`src/design/mmu_at_pkg.sv`:
```
`default_nettype none

package mmu_at_pkg;

   localparam int PAGE_OFFSET_BITS = 8;
   localparam int FRAME_BITS = 8;
   localparam int TABLE_DEPTH = 256;
   localparam int INDEX_BITS = $clog2(TABLE_DEPTH);

   typedef enum logic [1:0] {
      MODE_OFF,
      MODE_BASE,
      MODE_PAGE
   } mode_type;

   typedef enum logic [1:0] {
      FUNC_XLATE,
      FUNC_WRITE,
      FUNC_READ
   } func_type;

   typedef enum logic [1:0] {
      ACC_READ,
      ACC_WRITE,
      ACC_EXEC
   } acc_kind_type;

   typedef enum logic [2:0] {
      FAULT_NONE,
      FAULT_PAGE,
      FAULT_READ,
      FAULT_WRITE,
      FAULT_EXEC
   } fault_type;

   typedef enum logic [1:0] {
      CSR_MODE,
      CSR_BASE,
      CSR_LIMIT
   } csr_index_type;

   typedef enum logic [1:0] {
      OP_DONE,
      OP_WALK,
      OP_WRITE,
      OP_READ
   } op_type;

   typedef enum logic {
      BK_IDLE,
      BK_LOOK
   } back_state_type;

   typedef struct packed {
      logic [1:0]  func;
      logic [15:0] vaddr;
      logic [1:0]  access;
      logic [7:0]  entry_index;
      logic        new_present;
      logic        new_readable;
      logic        new_writable;
      logic        new_executable;
      logic        new_accessed;
      logic        new_dirty;
      logic [7:0]  new_frame;
   } req_type;

   typedef struct packed {
      logic [15:0] paddr;
      logic [2:0]  fault;
      logic        out_present;
      logic        out_readable;
      logic        out_writable;
      logic        out_executable;
      logic        out_accessed;
      logic        out_dirty;
      logic [7:0]  out_frame;
   } rsp_type;

   typedef struct packed {
      logic [FRAME_BITS-1:0] frame;
      logic                  dirty;
      logic                  accessed;
      logic                  exec;
      logic                  write;
      logic                  read;
      logic                  present;
   } pte_type;

   typedef struct packed {
      logic [1:0]  mode;
      logic [15:0] base;
      logic [15:0] limit;
   } cfg_type;

   typedef struct packed {
      op_type                op;
      logic [1:0]            access;
      logic [INDEX_BITS-1:0] index;
      logic [15:0]           vaddr;
      pte_type               pte;
      logic [15:0]           paddr;
      logic [2:0]            fault;
   } work_type;

   typedef struct packed {
      logic     valid;
      work_type work;
   } link_type;

   function automatic logic [INDEX_BITS-1:0] page_index(input logic [15:0] vaddr);
      logic [15:0] sh;
      sh = vaddr >> PAGE_OFFSET_BITS;
      return sh[INDEX_BITS-1:0];
   endfunction

   function automatic logic [FRAME_BITS-1:0] frame_in(input logic [7:0] nf);
      logic [19:0] w;
      w = {12'b0, nf};
      return w[FRAME_BITS-1:0];
   endfunction

   function automatic logic [7:0] frame_out(input logic [FRAME_BITS-1:0] f);
      logic [19:0] w;
      w = 20'(f);
      return w[7:0];
   endfunction

   function automatic logic [15:0] phys_addr(input logic [15:0] vaddr,
                                             input logic [FRAME_BITS-1:0] f);
      logic [31:0] v;
      logic [31:0] m;
      logic [31:0] fr;
      v  = {16'b0, vaddr};
      m  = ((32'd1 << FRAME_BITS) - 32'd1) << PAGE_OFFSET_BITS;
      fr = 32'(f) << PAGE_OFFSET_BITS;
      v  = (v & ~m) | fr;
      return v[15:0];
   endfunction

endpackage

`default_nettype wire

```
`src/design/mmu_at_front.sv`:
```
`default_nettype none

module mmu_at_front (
   input  wire logic                clock,
   input  wire logic                reset,
   input  wire mmu_at_pkg::cfg_type cfg,
   input  wire logic                push,
   output logic                     full,
   input  wire mmu_at_pkg::req_type req_data,
   output mmu_at_pkg::link_type     link,
   input  wire logic                deq
);

   import mmu_at_pkg::*;

   work_type   fq_ff [2];
   logic       wr_ff, wr_in;
   logic       rd_ff, rd_in;
   logic [1:0] count_ff, count_in;
   logic       enq;
   work_type   work;

   always_comb begin
      work        = '0;
      work.op     = OP_DONE;
      work.access = req_data.access;
      work.vaddr  = req_data.vaddr;
      work.index  = req_data.entry_index[INDEX_BITS-1:0];
      work.pte.present  = req_data.new_present;
      work.pte.read     = req_data.new_readable;
      work.pte.write    = req_data.new_writable;
      work.pte.exec     = req_data.new_executable;
      work.pte.accessed = req_data.new_accessed;
      work.pte.dirty    = req_data.new_dirty;
      work.pte.frame    = frame_in(req_data.new_frame);
      case (req_data.func)
         FUNC_XLATE: begin
            case (cfg.mode)
               MODE_BASE: begin
                  if (req_data.vaddr >= cfg.limit) begin
                     work.fault = FAULT_PAGE;
                  end else begin
                     work.paddr = req_data.vaddr + cfg.base;
                  end
               end
               MODE_PAGE: begin
                  work.op    = OP_WALK;
                  work.index = page_index(req_data.vaddr);
               end
               default: begin
                  work.paddr = req_data.vaddr;
               end
            endcase
         end
         FUNC_WRITE: begin
            work.op = OP_WRITE;
         end
         FUNC_READ: begin
            work.op = OP_READ;
         end
         default: begin
            work.op = OP_DONE;
         end
      endcase
   end

   assign full = (count_ff == 2'd2);
   assign enq  = push && !full;

   always_comb begin
      wr_in    = wr_ff ^ enq;
      rd_in    = rd_ff ^ deq;
      count_in = count_ff + {1'b0, enq} - {1'b0, deq};
   end

   always_ff @(posedge clock) begin
      if (reset) begin
         wr_ff    <= 1'b0;
         rd_ff    <= 1'b0;
         count_ff <= 2'd0;
      end else begin
         wr_ff    <= wr_in;
         rd_ff    <= rd_in;
         count_ff <= count_in;
      end
   end

   always_ff @(posedge clock) begin
      if (enq) begin
         fq_ff[wr_ff] <= work;
      end
   end

   assign link.valid = (count_ff != 2'd0);
   assign link.work  = fq_ff[rd_ff];

endmodule

`default_nettype wire

```
`config.mk`:
```
export PLATFORM = sky130hd
export DESIGN_NAME = mmu_at_front
export DESIGN_NICKNAME = d
export VERILOG_FILES = /design/src/design/mmu_at_pkg.sv /design/src/design/mmu_at_front.sv
export SDC_FILE = /design/constraint.sdc
export NUM_CORES = 1
export LEC_CHECK = 0
export BUFFER_PORTS_ARGS = -buffer_cell sky130_fd_sc_hd__clkbuf_2
export CAP_MARGIN = 20
export CORE_MARGIN = 2
export CORE_UTILIZATION = 49
export CTS_CLUSTER_DIAMETER = 200
export DETAILED_ROUTE_END_ITERATION = 12
export PLACE_DENSITY = 0.77
export SLEW_MARGIN = 10
export SYNTH_ARGS = -nofsm -noshare
export SYNTH_HDL_FRONTEND = slang
export SYNTH_SLANG_ARGS = --single-unit
export TNS_END_PERCENT = 5
```
`constraint.sdc`:
```
create_clock -name clock -period 2.6 [get_ports clock]
set_clock_uncertainty 0.1 [all_clocks]
set_input_delay 0.52 -clock clock [delete_from_list [all_inputs] [get_ports clock]]
set_output_delay 0.52 -clock clock [all_outputs]
set_load 0.03 [all_outputs]
```
==> reports/results.ini <==
[run_status]
run_status=finished, final reports clean

[logic_synthesis]
synth_commonest_cells=edfxtp_1, mux2_2, ha_1
synth_xor_area_share_pct=1.90
synth_area_leader_cell=edfxtp_1
synthMuxAreaShare_pct=12.7
synth_seq_cells=122
synth_edf_count=118
ys_seq_area_share_pct=60.4
synthSimpleGateAreaFrac_pct=5.77
synth_area_per_cell_um2=14.4
ys_warn_count=0
syn-cell-area_um2=6000
synthAdderAreaFrac_pct=8.26
async_flop_share_pct=0
yosys.cell_types.count=51
synth_top_family_by_area=multiplexers
yosysMostFrequentCell=edfxtp_1
synth_area_leaders=edfxtp_1, mux2_2, ha_1
yosys.area.top_type_share_pct=59.0
synth_flop_cell=edfxtp_1
syn_inst=418
synth_compound_area_share_pct=7.82

[sta]
slew_headroom_pct=61.9
hold_viol_final=0
tightest_slew_ns=0.572
finalSetupViolations=0
finalCritPeriodShare_pct=95.6
drv_slew=0
rsz0062_at_grt=false
holdWs_ns=0.206
period_minus_slack_ns=2.49
max_freq_mhz=402

[final_layout]
area_growth_pct=29.3
multiInputGateArea_um2=2200
stdcell_count=769
layout-drive-gt1-share_pct=47.3
fillers=875
register_area_um2=3620
diodes=0
nNetsFinal=728
final_util_pct=64.9
fin_area_um2=7760

[cts]
cts_tree=yes
hold_buffers=0
htreeDepth=4
clock_latency_ns=0.40
path_clk_slew_ns=0.05
cts_repair_resize_count=0
numClockSinks=122
post_cts_buffers=0
numCtsBuffers=17
cts_buffer_depth=2
cts-root-buf=clkbuf_16

[setup_path]
cp_data_required_time_ns=2.63
arrival_ns=2.51
r2r_slack_ns=0.81
cp_slowest_cell=fa_1
endpoint_kind=flop
critPathMaxFanout=2
cp_cell_sequence=clkbuf_2 -> ha_1 -> inv_1 -> fa_1 -> nor2b_1 -> o21ai_0 -> o21ai_0 -> a22oi_1 -> o21ai_0 -> xnor2_1 -> o21ai_1
crit_family=compound AO/OA/AOI/OAI gates
cpPeakStageDelay_ns=0.38
path_common_cell=o21ai_0
setup.worst_path.start_class=primary input
crit_type=primary input to flop
cp_num_buf_inv=2

[route]
detail_route.iter0.violations=318
drc=0
ant_nets=0
drt_first_pass_iters=4
routed_wl_mm=12.9
drt-vias-per-instance=5.25
num_vias=4036
wl_per_cell_um=16.8

[place]
placed_cell_area_um2=7180
hpwl_mm=9.46
port_buffers=140
gp_congestion=0.903
post-place-cells=737

[global_route]
grt_max_degree=42
grt_usage_pct=20.7
grt.overflow.total=0
antenna_found_initial=0
grt_pass1_wl_mm=20.4
grt_pass1_vias=4263

[power_and_ir_drop]
leakage_nw=3.35
fin_total_pwr_w=0.00643
power_density_nw_per_um2=828
ir_drop_uv=407

[worst_hold_path]
min_path_type=primary input to flop

[die]
ios=143
rows=40
dieWidth_um=115
dieArea_um2=13200
core_um2=12000
die_h_um=115
initial_core_util_pct=50.2

[run]
drv_cap=0

where the power goes:
| group | internal [W] | switching [W] |
|---|---|---|
| Combinational | 0.000578 | 0.00102 |
| Sequential | 0.00253 | 0.0000676 |
| Clock | 0.00141 | 0.000826 |
| Total | 0.00451 | 0.00192 |
area by class of cell:
| type | count | share of cell area (%) |
|---|---|---|
| flip-flops and latches | 122 | 46.7 |
| multi-input cells | 252 | 28.4 |
| repair buffers | 186 | 13.6 |
| clock buffers | 17 | 5.48 |
| well taps | 147 | 2.37 |
| clock inverters | 15 | 1.98 |
| inverters | 30 | 1.45 |
sequential cells by signal, summed over array words and instances (netlist names):
name / cells
fq_ff: 118
rd_ff: 1
wr_ff: 1
count_ff: 2
path summary, 6_finish.rpt:
| kind | to | cells past startpoint | start |
|---|---|---|---|
| worst min register to register | count_ff[1]$_SDFF_PP0_ | 2 | count_ff[1]$_SDFF_PP0_ |
| worst min-delay path | fq_ff[0][29]$_DFFE_PP_ | 1 | req_data[4] |
| worst max register to register | fq_ff[0][16]$_DFFE_PP_ | 5 | count_ff[0]$_SDFF_PP0_ |
| worst max-delay path | fq_ff[1][17]$_DFFE_PP_ | 11 | req_data[24] |
stage by stage:
| step | worst slack, ns | setup TNS [ns] |
|---|---|---|
| 3_3_place_gp | -0.170 | -4.44 |
| 6_report | 0.115 | 0 |
| 4_1_cts | 0.145 | 0 |
| 5_1_grt | 0.0201 | 0 |
| 3_5_place_dp | -0.254 | -7.09 |
| 2_1_floorplan | -0.00539 | -0.635 |
kinds of logic (layout without fill, tap and decap cells):
family,count (synthesis),count (layout)
buffers and inverters,45,248
AO/OA/AOI/OAI,67,67
other,1,2
multiplexers,68,68
XOR/XNOR,13,13
AND/OR/NAND/NOR,63,63
adder cells (fa/ha/maj),39,39
flip-flops,122,122
per-layer routing:
metal  routed length [µm]  vias up  share of wire [%]  global-route usage [%]
met5                    0        -                  0                       0
li1                     -     1961                  -                       -
met2                 6540      137                 51                    34.7
met1                 5500     1934                 42                    25.6
met3                  818        4                6.3                    5.77
met4                   81        0               0.63                    7.72
cells in the final DEF (no fill, tap or decap), types with 3 or more instances in the layout:
master | netlist | layout
nor2b_1 | 15 | 15
clkinvlp_4 | 0 | 3
edfxtp_1 | 118 | 118
nand3_1 | 8 | 8
a21o_1 | 13 | 13
clkinv_2 | 0 | 3
nand4_1 | 3 | 3
inv_1 | 30 | 30
clkinv_4 | 0 | 6
xnor2_1 | 9 | 9
nor2_1 | 7 | 7
clkbuf_16 | 0 | 17
nand2b_1 | 4 | 4
a21oi_1 | 13 | 13
buf_4 | 2 | 45
and2_1 | 3 | 3
mux2_2 | 67 | 67
dfxtp_1 | 4 | 3
xor2_1 | 4 | 4
o21ai_1 | 3 | 3
ha_1 | 38 | 36
o21ai_0 | 8 | 8
clkbuf_2 | 0 | 140
nand2_1 | 13 | 13
a31oi_1 | 3 | 3
a22oi_1 | 8 | 8
Note: power is estimated with default switching activity, not from simulation.
