<file path="config.mk">
export PLATFORM = sky130hd
export DESIGN_NAME = mmu_at_back
export DESIGN_NICKNAME = d
export VERILOG_FILES = /design/src/design/mmu_at_pkg.sv /design/src/design/mmu_at_ram.sv /design/src/design/mmu_at_back.sv
export SDC_FILE = /design/constraint.sdc
export NUM_CORES = 2
export LEC_CHECK = 0
export BUFFER_PORTS_ARGS = -buffer_cell sky130_fd_sc_hd__buf_2
export CORE_UTILIZATION = 40
export DETAILED_ROUTE_END_ITERATION = 8
export PLACE_DENSITY = 0.51
export SETUP_SLACK_MARGIN = 0.5
export SLEW_MARGIN = 20
export SYNTH_ARGS = -nofsm -noshare
export SYNTH_HDL_FRONTEND = slang
export SYNTH_HIERARCHICAL = 1
export SYNTH_SLANG_ARGS = --single-unit
</file>
<file path="constraint.sdc">
create_clock -name clock -period 26.9 [get_ports clock]
set_clock_uncertainty 0.1 [all_clocks]
set_input_delay 1.345 -clock clock [delete_from_list [all_inputs] [get_ports clock]]
set_output_delay 1.345 -clock clock [all_outputs]
set_load 0.02 [all_outputs]
</file>
<file path="src/design/mmu_at_pkg.sv">
`default_nettype none

package mmu_at_pkg;

   localparam int PAGE_OFFSET_BITS = 8;
   localparam int FRAME_BITS = 8;
   localparam int TABLE_DEPTH = 256;
   localparam int INDEX_BITS = $clog2(TABLE_DEPTH);

   typedef enum logic [1:0] {
      MODE_OFF,
      MODE_BASE,
      MODE_PAGE
   } mode_type;

   typedef enum logic [1:0] {
      FUNC_XLATE,
      FUNC_WRITE,
      FUNC_READ
   } func_type;

   typedef enum logic [1:0] {
      ACC_READ,
      ACC_WRITE,
      ACC_EXEC
   } acc_kind_type;

   typedef enum logic [2:0] {
      FAULT_NONE,
      FAULT_PAGE,
      FAULT_READ,
      FAULT_WRITE,
      FAULT_EXEC
   } fault_type;

   typedef enum logic [1:0] {
      CSR_MODE,
      CSR_BASE,
      CSR_LIMIT
   } csr_index_type;

   typedef enum logic [1:0] {
      OP_DONE,
      OP_WALK,
      OP_WRITE,
      OP_READ
   } op_type;

   typedef enum logic {
      BK_IDLE,
      BK_LOOK
   } back_state_type;

   typedef struct packed {
      logic [1:0]  func;
      logic [15:0] vaddr;
      logic [1:0]  access;
      logic [7:0]  entry_index;
      logic        new_present;
      logic        new_readable;
      logic        new_writable;
      logic        new_executable;
      logic        new_accessed;
      logic        new_dirty;
      logic [7:0]  new_frame;
   } req_type;

   typedef struct packed {
      logic [15:0] paddr;
      logic [2:0]  fault;
      logic        out_present;
      logic        out_readable;
      logic        out_writable;
      logic        out_executable;
      logic        out_accessed;
      logic        out_dirty;
      logic [7:0]  out_frame;
   } rsp_type;

   typedef struct packed {
      logic [FRAME_BITS-1:0] frame;
      logic                  dirty;
      logic                  accessed;
      logic                  exec;
      logic                  write;
      logic                  read;
      logic                  present;
   } pte_type;

   typedef struct packed {
      logic [1:0]  mode;
      logic [15:0] base;
      logic [15:0] limit;
   } cfg_type;

   typedef struct packed {
      op_type                op;
      logic [1:0]            access;
      logic [INDEX_BITS-1:0] index;
      logic [15:0]           vaddr;
      pte_type               pte;
      logic [15:0]           paddr;
      logic [2:0]            fault;
   } work_type;

   typedef struct packed {
      logic     valid;
      work_type work;
   } link_type;

   function automatic logic [INDEX_BITS-1:0] page_index(input logic [15:0] vaddr);
      logic [15:0] sh;
      sh = vaddr >> PAGE_OFFSET_BITS;
      return sh[INDEX_BITS-1:0];
   endfunction

   function automatic logic [FRAME_BITS-1:0] frame_in(input logic [7:0] nf);
      logic [19:0] w;
      w = {12'b0, nf};
      return w[FRAME_BITS-1:0];
   endfunction

   function automatic logic [7:0] frame_out(input logic [FRAME_BITS-1:0] f);
      logic [19:0] w;
      w = 20'(f);
      return w[7:0];
   endfunction

   function automatic logic [15:0] phys_addr(input logic [15:0] vaddr,
                                             input logic [FRAME_BITS-1:0] f);
      logic [31:0] v;
      logic [31:0] m;
      logic [31:0] fr;
      v  = {16'b0, vaddr};
      m  = ((32'd1 << FRAME_BITS) - 32'd1) << PAGE_OFFSET_BITS;
      fr = 32'(f) << PAGE_OFFSET_BITS;
      v  = (v & ~m) | fr;
      return v[15:0];
   endfunction

endpackage

`default_nettype wire

</file>
<file path="src/design/mmu_at_ram.sv">
`default_nettype none

module mmu_at_ram #(
   parameter int WIDTH = 8,
   parameter int DEPTH = 256
) (
   input  wire logic                     clock,
   input  wire logic                     we,
   input  wire logic [$clog2(DEPTH)-1:0] waddr,
   input  wire logic [WIDTH-1:0]         wdata,
   input  wire logic [$clog2(DEPTH)-1:0] raddr,
   output logic      [WIDTH-1:0]         rdata
);

   logic [WIDTH-1:0] mem_ff [DEPTH];
   logic [WIDTH-1:0] rdata_ff;

   always_ff @(posedge clock) begin
      if (we) begin
         mem_ff[waddr] <= wdata;
      end
      rdata_ff <= mem_ff[raddr];
   end

   assign rdata = rdata_ff;

endmodule

`default_nettype wire

</file>
<file path="src/design/mmu_at_back.sv">
`default_nettype none

module mmu_at_back (
   input  wire logic                 clock,
   input  wire logic                 reset,
   input  wire mmu_at_pkg::link_type link,
   output logic                      deq,
   output logic                      empty,
   input  wire logic                 pop,
   output mmu_at_pkg::rsp_type       rsp_data
);

   import mmu_at_pkg::*;

   back_state_type        state_ff, state_in;
   work_type              cur_ff, cur_in;
   logic                  vld_ff [TABLE_DEPTH];
   logic                  vld_rd_ff;
   logic                  ram_we;
   logic [INDEX_BITS-1:0] ram_waddr;
   pte_type               ram_wdata;
   pte_type               ram_rdata;
   pte_type               e;
   rsp_type               result;
   logic                  rq_push;
   logic                  rq_pop;
   rsp_type               rq_ff [2];
   logic                  rq_wr_ff, rq_rd_ff;
   logic [1:0]            rq_count_ff, rq_count_in;

   mmu_at_ram #(
      .WIDTH($bits(pte_type)),
      .DEPTH(TABLE_DEPTH)
   ) u_table (
      .clock(clock),
      .we   (ram_we),
      .waddr(ram_waddr),
      .wdata(ram_wdata),
      .raddr(link.work.index),
      .rdata(ram_rdata)
   );

   assign e = vld_rd_ff ? ram_rdata : '0;

   always_comb begin
      state_in  = state_ff;
      cur_in    = cur_ff;
      deq       = 1'b0;
      ram_we    = 1'b0;
      ram_waddr = cur_ff.index;
      ram_wdata = e;
      rq_push   = 1'b0;
      result    = '0;
      case (state_ff)
         BK_IDLE: begin
            if (link.valid && rq_count_ff != 2'd2) begin
               deq    = 1'b1;
               cur_in = link.work;
               case (link.work.op)
                  OP_WRITE: begin
                     ram_we    = 1'b1;
                     ram_waddr = link.work.index;
                     ram_wdata = link.work.pte;
                     rq_push   = 1'b1;
                  end
                  OP_WALK, OP_READ: begin
                     state_in = BK_LOOK;
                  end
                  default: begin
                     result.paddr = link.work.paddr;
                     result.fault = link.work.fault;
                     rq_push      = 1'b1;
                  end
               endcase
            end
         end
         BK_LOOK: begin
            rq_push  = 1'b1;
            state_in = BK_IDLE;
            if (cur_ff.op == OP_READ) begin
               result.out_present    = e.present;
               result.out_readable   = e.read;
               result.out_writable   = e.write;
               result.out_executable = e.exec;
               result.out_accessed   = e.accessed;
               result.out_dirty      = e.dirty;
               result.out_frame      = frame_out(e.frame);
            end else if (!e.present) begin
               result.fault = FAULT_PAGE;
            end else if (cur_ff.access == ACC_READ && !e.read) begin
               result.fault = FAULT_READ;
            end else if (cur_ff.access == ACC_WRITE && !e.write) begin
               result.fault = FAULT_WRITE;
            end else if (cur_ff.access == ACC_EXEC && !e.exec) begin
               result.fault = FAULT_EXEC;
            end else begin
               ram_we             = 1'b1;
               ram_wdata.accessed = 1'b1;
               if (cur_ff.access == ACC_WRITE) begin
                  ram_wdata.dirty = 1'b1;
               end
               result.paddr = phys_addr(cur_ff.vaddr, e.frame);
            end
         end
         default: begin
            state_in = BK_IDLE;
         end
      endcase
   end

   always_ff @(posedge clock) begin
      if (reset) begin
         state_ff <= BK_IDLE;
      end else begin
         state_ff <= state_in;
      end
   end

   always_ff @(posedge clock) begin
      cur_ff    <= cur_in;
      vld_rd_ff <= vld_ff[link.work.index];
   end

   always_ff @(posedge clock) begin
      if (reset) begin
         for (int i = 0; i < TABLE_DEPTH; i++) begin
            vld_ff[i] <= 1'b0;
         end
      end else if (ram_we) begin
         vld_ff[ram_waddr] <= 1'b1;
      end
   end

   assign empty  = (rq_count_ff == 2'd0);
   assign rq_pop = pop && !empty;

   always_comb begin
      rq_count_in = rq_count_ff + {1'b0, rq_push} - {1'b0, rq_pop};
   end

   always_ff @(posedge clock) begin
      if (reset) begin
         rq_wr_ff    <= 1'b0;
         rq_rd_ff    <= 1'b0;
         rq_count_ff <= 2'd0;
      end else begin
         rq_wr_ff    <= rq_wr_ff ^ rq_push;
         rq_rd_ff    <= rq_rd_ff ^ rq_pop;
         rq_count_ff <= rq_count_in;
      end
   end

   always_ff @(posedge clock) begin
      if (rq_push) begin
         rq_ff[rq_wr_ff] <= result;
      end
   end

   assign rsp_data = rq_ff[rq_rd_ff];

   a_rq_no_overflow: assert property (@(posedge clock) disable iff (reset)
      rq_push |-> rq_count_ff != 2'd2)
      else $error("result queue overflow");

   a_look_after_start: assert property (@(posedge clock) disable iff (reset)
      state_ff == BK_LOOK |-> $past(deq))
      else $error("lookup without a dequeued word");

   a_look_one_cycle: assert property (@(posedge clock) disable iff (reset)
      state_ff == BK_LOOK |=> state_ff == BK_IDLE)
      else $error("lookup held past one cycle");

   a_update_walk_only: assert property (@(posedge clock) disable iff (reset)
      (state_ff == BK_LOOK && ram_we) |-> cur_ff.op == OP_WALK)
      else $error("table update outside a walk");

endmodule

`default_nettype wire

</file>
==> results.ini <==
[synth]
synth-edff-count=3670
ys_seq_area_share_pct=75.32
syn_avg_cell_area_um2=20.60
async_flop_share_pct=0
synth.distinct_cells=84
syn_inst=7460
syn_nets=7529
yosys_warnings=6
synth_top_cell_by_area=edfxtp_1
synth.area.top_cells=edfxtp_1 (72%), mux4_2 (14%), dfxtp_1 (3.6%)
synth-main-ff-cell=edfxtp_1
synth.top_cell.area_share_pct=71.73
synthesis.area_um2=153600
yosys_register_bits=3946

[clock_network]
path_clk_slew_ns=0.06
clock_latency_ns=1.00
h-tree-depth=5
cts.sinks=3946
cts_tree=yes
root_buffer=clkbuf_16
ctsHoldBuffers=0
cts_buffer_depth=4
post_cts_buffers=0
post_cts_resized=0
cts_made_buffers=407

[final_layout]
multi_input_area_um2=34420
drive_gt1_share_pct=26.77
area_growth_pct=13.29
fillerInstances=32120
regArea_um2=115700
fin_nets=7977
final_common_cell=edfxtp_1
layout_common_cells=edfxtp_1 (3670), mux4_2 (923), clkbuf_16 (415)

[global_route]
antenna_found_initial=20
grt_pass1_vias=76630
grt_overflow_total=0
grt_max_degree=224
grt_util_all_layers_pct=21.13
grt_pass1_wl_um=585400

[placed_design]
dp_hpwl_um=247900
gp_congestion=0.8050
io_buffers=91

[detailed_routing]
wl_met2_um=196900
met1_length_um=183900
antenna_left=0
viasPerCell=5.701
vias=75690
dr_wl_met3_um=24660
wirelength_um=414300
firstDrtPassIters=5
highest_layer=met5
avgRoutedWirePerCell_um=31.20
drt-initial-drc-count=7448
route.detailed.drc=0

[hold_path]
hp-class=flip-flop to flip-flop

[setup_path]
critPathSlowestCell=a2111oi_0
crit_required_ns=27.65
path_max_fanout=66
worstSetupStartpointType=input pin
worstPathArrival_ns=6.82
worstPathCellList=buf_12 > buf_4 > buf_4 > buf_4 > buf_4 > mux4_2 > mux2i_1 > nor2_1 > a2111oi_0 > a2bb2oi_1 > a211oi_2
crit_family=buffers and inverters
path_buf_inv=5
slowest_delay_ns=0.90
worst_path_most_repeated_cell=buf_4
endpoint_kind=flip-flop
critPathKind=input pin to flip-flop
ff2ff_setup_slack_ns=21.14

[die]
io_pins=100
initial_utilization_pct=40.19
core-area_um2=382300
fp.dieW_um=621.8
die-area_um2=386600
rows=227
fp.dieH_um=621.8

[power]
p_int_uw=10210
power_switching_share_pct=22.87
combinationalPowerShare_pct=7.0
switchingPower_uw=3026
leakage_uw=0.05495
p_seq_share_pct=52.1
clkPwrFrac_pct=40.8
vdd.ir_drop.worst_mv=0.05216
cellPowerDensity_nw_per_um2=76.02
power_uw=13230

[sta]
fmax_mhz=164.6
drv_slew=0
rsz0062_at_grt=false
fin_setup_tns_ns=0
worst_pin_slew_ns=1.218
min_period_ns=6.074
setup_viol=0
hold_viol_final=0
slew_headroom_pct=18.49
finalCritPeriodShare_pct=22.58

[run_status]
status=finished clean

[job]
drv_cap=0

metal layers:
layer,GRT usage (%),vias up
met5,0,-
met4,4.544,4
met3,3.501,480
met2,33.76,2299
met1,30.61,41140
li1,-,31780
final timing paths:
check	start	endpoint	cells after the start
max	link[49]	u_table/rdata[10]	11
min	vld_ff[90]	vld_ff[90]	2
max reg2reg	state_ff	u_table/mem_ff[25][8]	8
min reg2reg	vld_ff[90]	vld_ff[90]	2
worst register-to-register path, stage by stage, from the launching register on:
cell,delay (ns)
dfxtp_1,0.43
a2111oi_4,0.35
buf_4,0.68
mux2i_2,0.54
inv_1,0.38
nor2_1,1.03
nand2_1,0.76
nor2_1,0.88
buf_4,0.31
cell type report:
cell class                      instances  share of cell area (%)
Antenna cell                            6                0.008626
Clock inverter                        206                  0.9733
Sequential cell                      3946                   66.49
Inverter                              274                  0.6081
Timing Repair Buffer                  505                   2.241
Multi-Input combinational cell       2774                   19.78
Tap cell                             5038                   3.621
Clock buffer                          528                   6.285
cells in the mapped netlist (11+ instances only):
cell / instances
a32o_1: 14
dfxtp_1: 276
o221ai_1: 61
buf_1: 38
buf_6: 62
o21ai_0: 27
mux4_2: 923
o22ai_1: 277
nor4_1: 22
nand2_1: 109
buf_2: 96
o21bai_1: 16
nand3_1: 35
a21oi_1: 84
mux2i_1: 298
nor2_1: 325
mux2_2: 44
buf_4: 48
clkbuf_1: 193
nor3_1: 19
inv_1: 268
a22oi_1: 119
buf_8: 14
a211oi_1: 68
nand2_2: 11
nand3_4: 15
a221oi_1: 15
nor2b_1: 42
edfxtp_1: 3670
o21ai_1: 16
and2_1: 16
a22o_1: 38
buf_12: 15
state kept, by name, summed over array words and instances, names as in the netlist:
register        count
rq_count_ff         2
cur_ff             20
rq_ff              66
vld_ff            256
rq_wr_ff            1
vld_rd_ff           1
u_table/mem_ff   3584
u_table/rdata      14
rq_rd_ff            1
state_ff            1
stage by stage:
step / hold slack (ns) / instance area [µm²] / util [%] / setup slack, ns / cells
global route: 0.3735 / 174100 / 45.53 / 20.46 / 13270
detailed placement: 0.3479 / 161200 / 42.18 / 19.65 / 12530
finish: 0.3589 / 174100 / 45.53 / 20.83 / 13280
CTS: 0.3568 / 173900 / 45.48 / 20.70 / 13270
global placement: 0.3456 / 161200 / 42.16 / 19.64 / 12530
floorplan: 0.3348 / 153700 / - / 12.61 / 7460
kinds of logic (layout without fill, tap and decap cells):
kind of cell,Yosys count,in the layout,synth area share [%]
AO/OA/AOI/OAI,816,816,3.796
adder cells (fa/ha/maj),4,4,0.03257
flip-flops,3946,3946,75.32
XOR/XNOR,3,3,0.01710
AND/OR/NAND/NOR,670,670,2.228
multiplexers,1281,1281,16.02
other,0,6,0
buffers and inverters,740,1513,2.585
power groups by stage:
stage	registers, µW	clock network, µW	logic, µW
final	6900	5400	933
after detailed placement	7030	0	936
after global placement	7030	0	912
after floorplan	7160	0	543
after global routing	6900	5740	986
after CTS	6900	5510	937
Power figures use the tool's default switching activity.
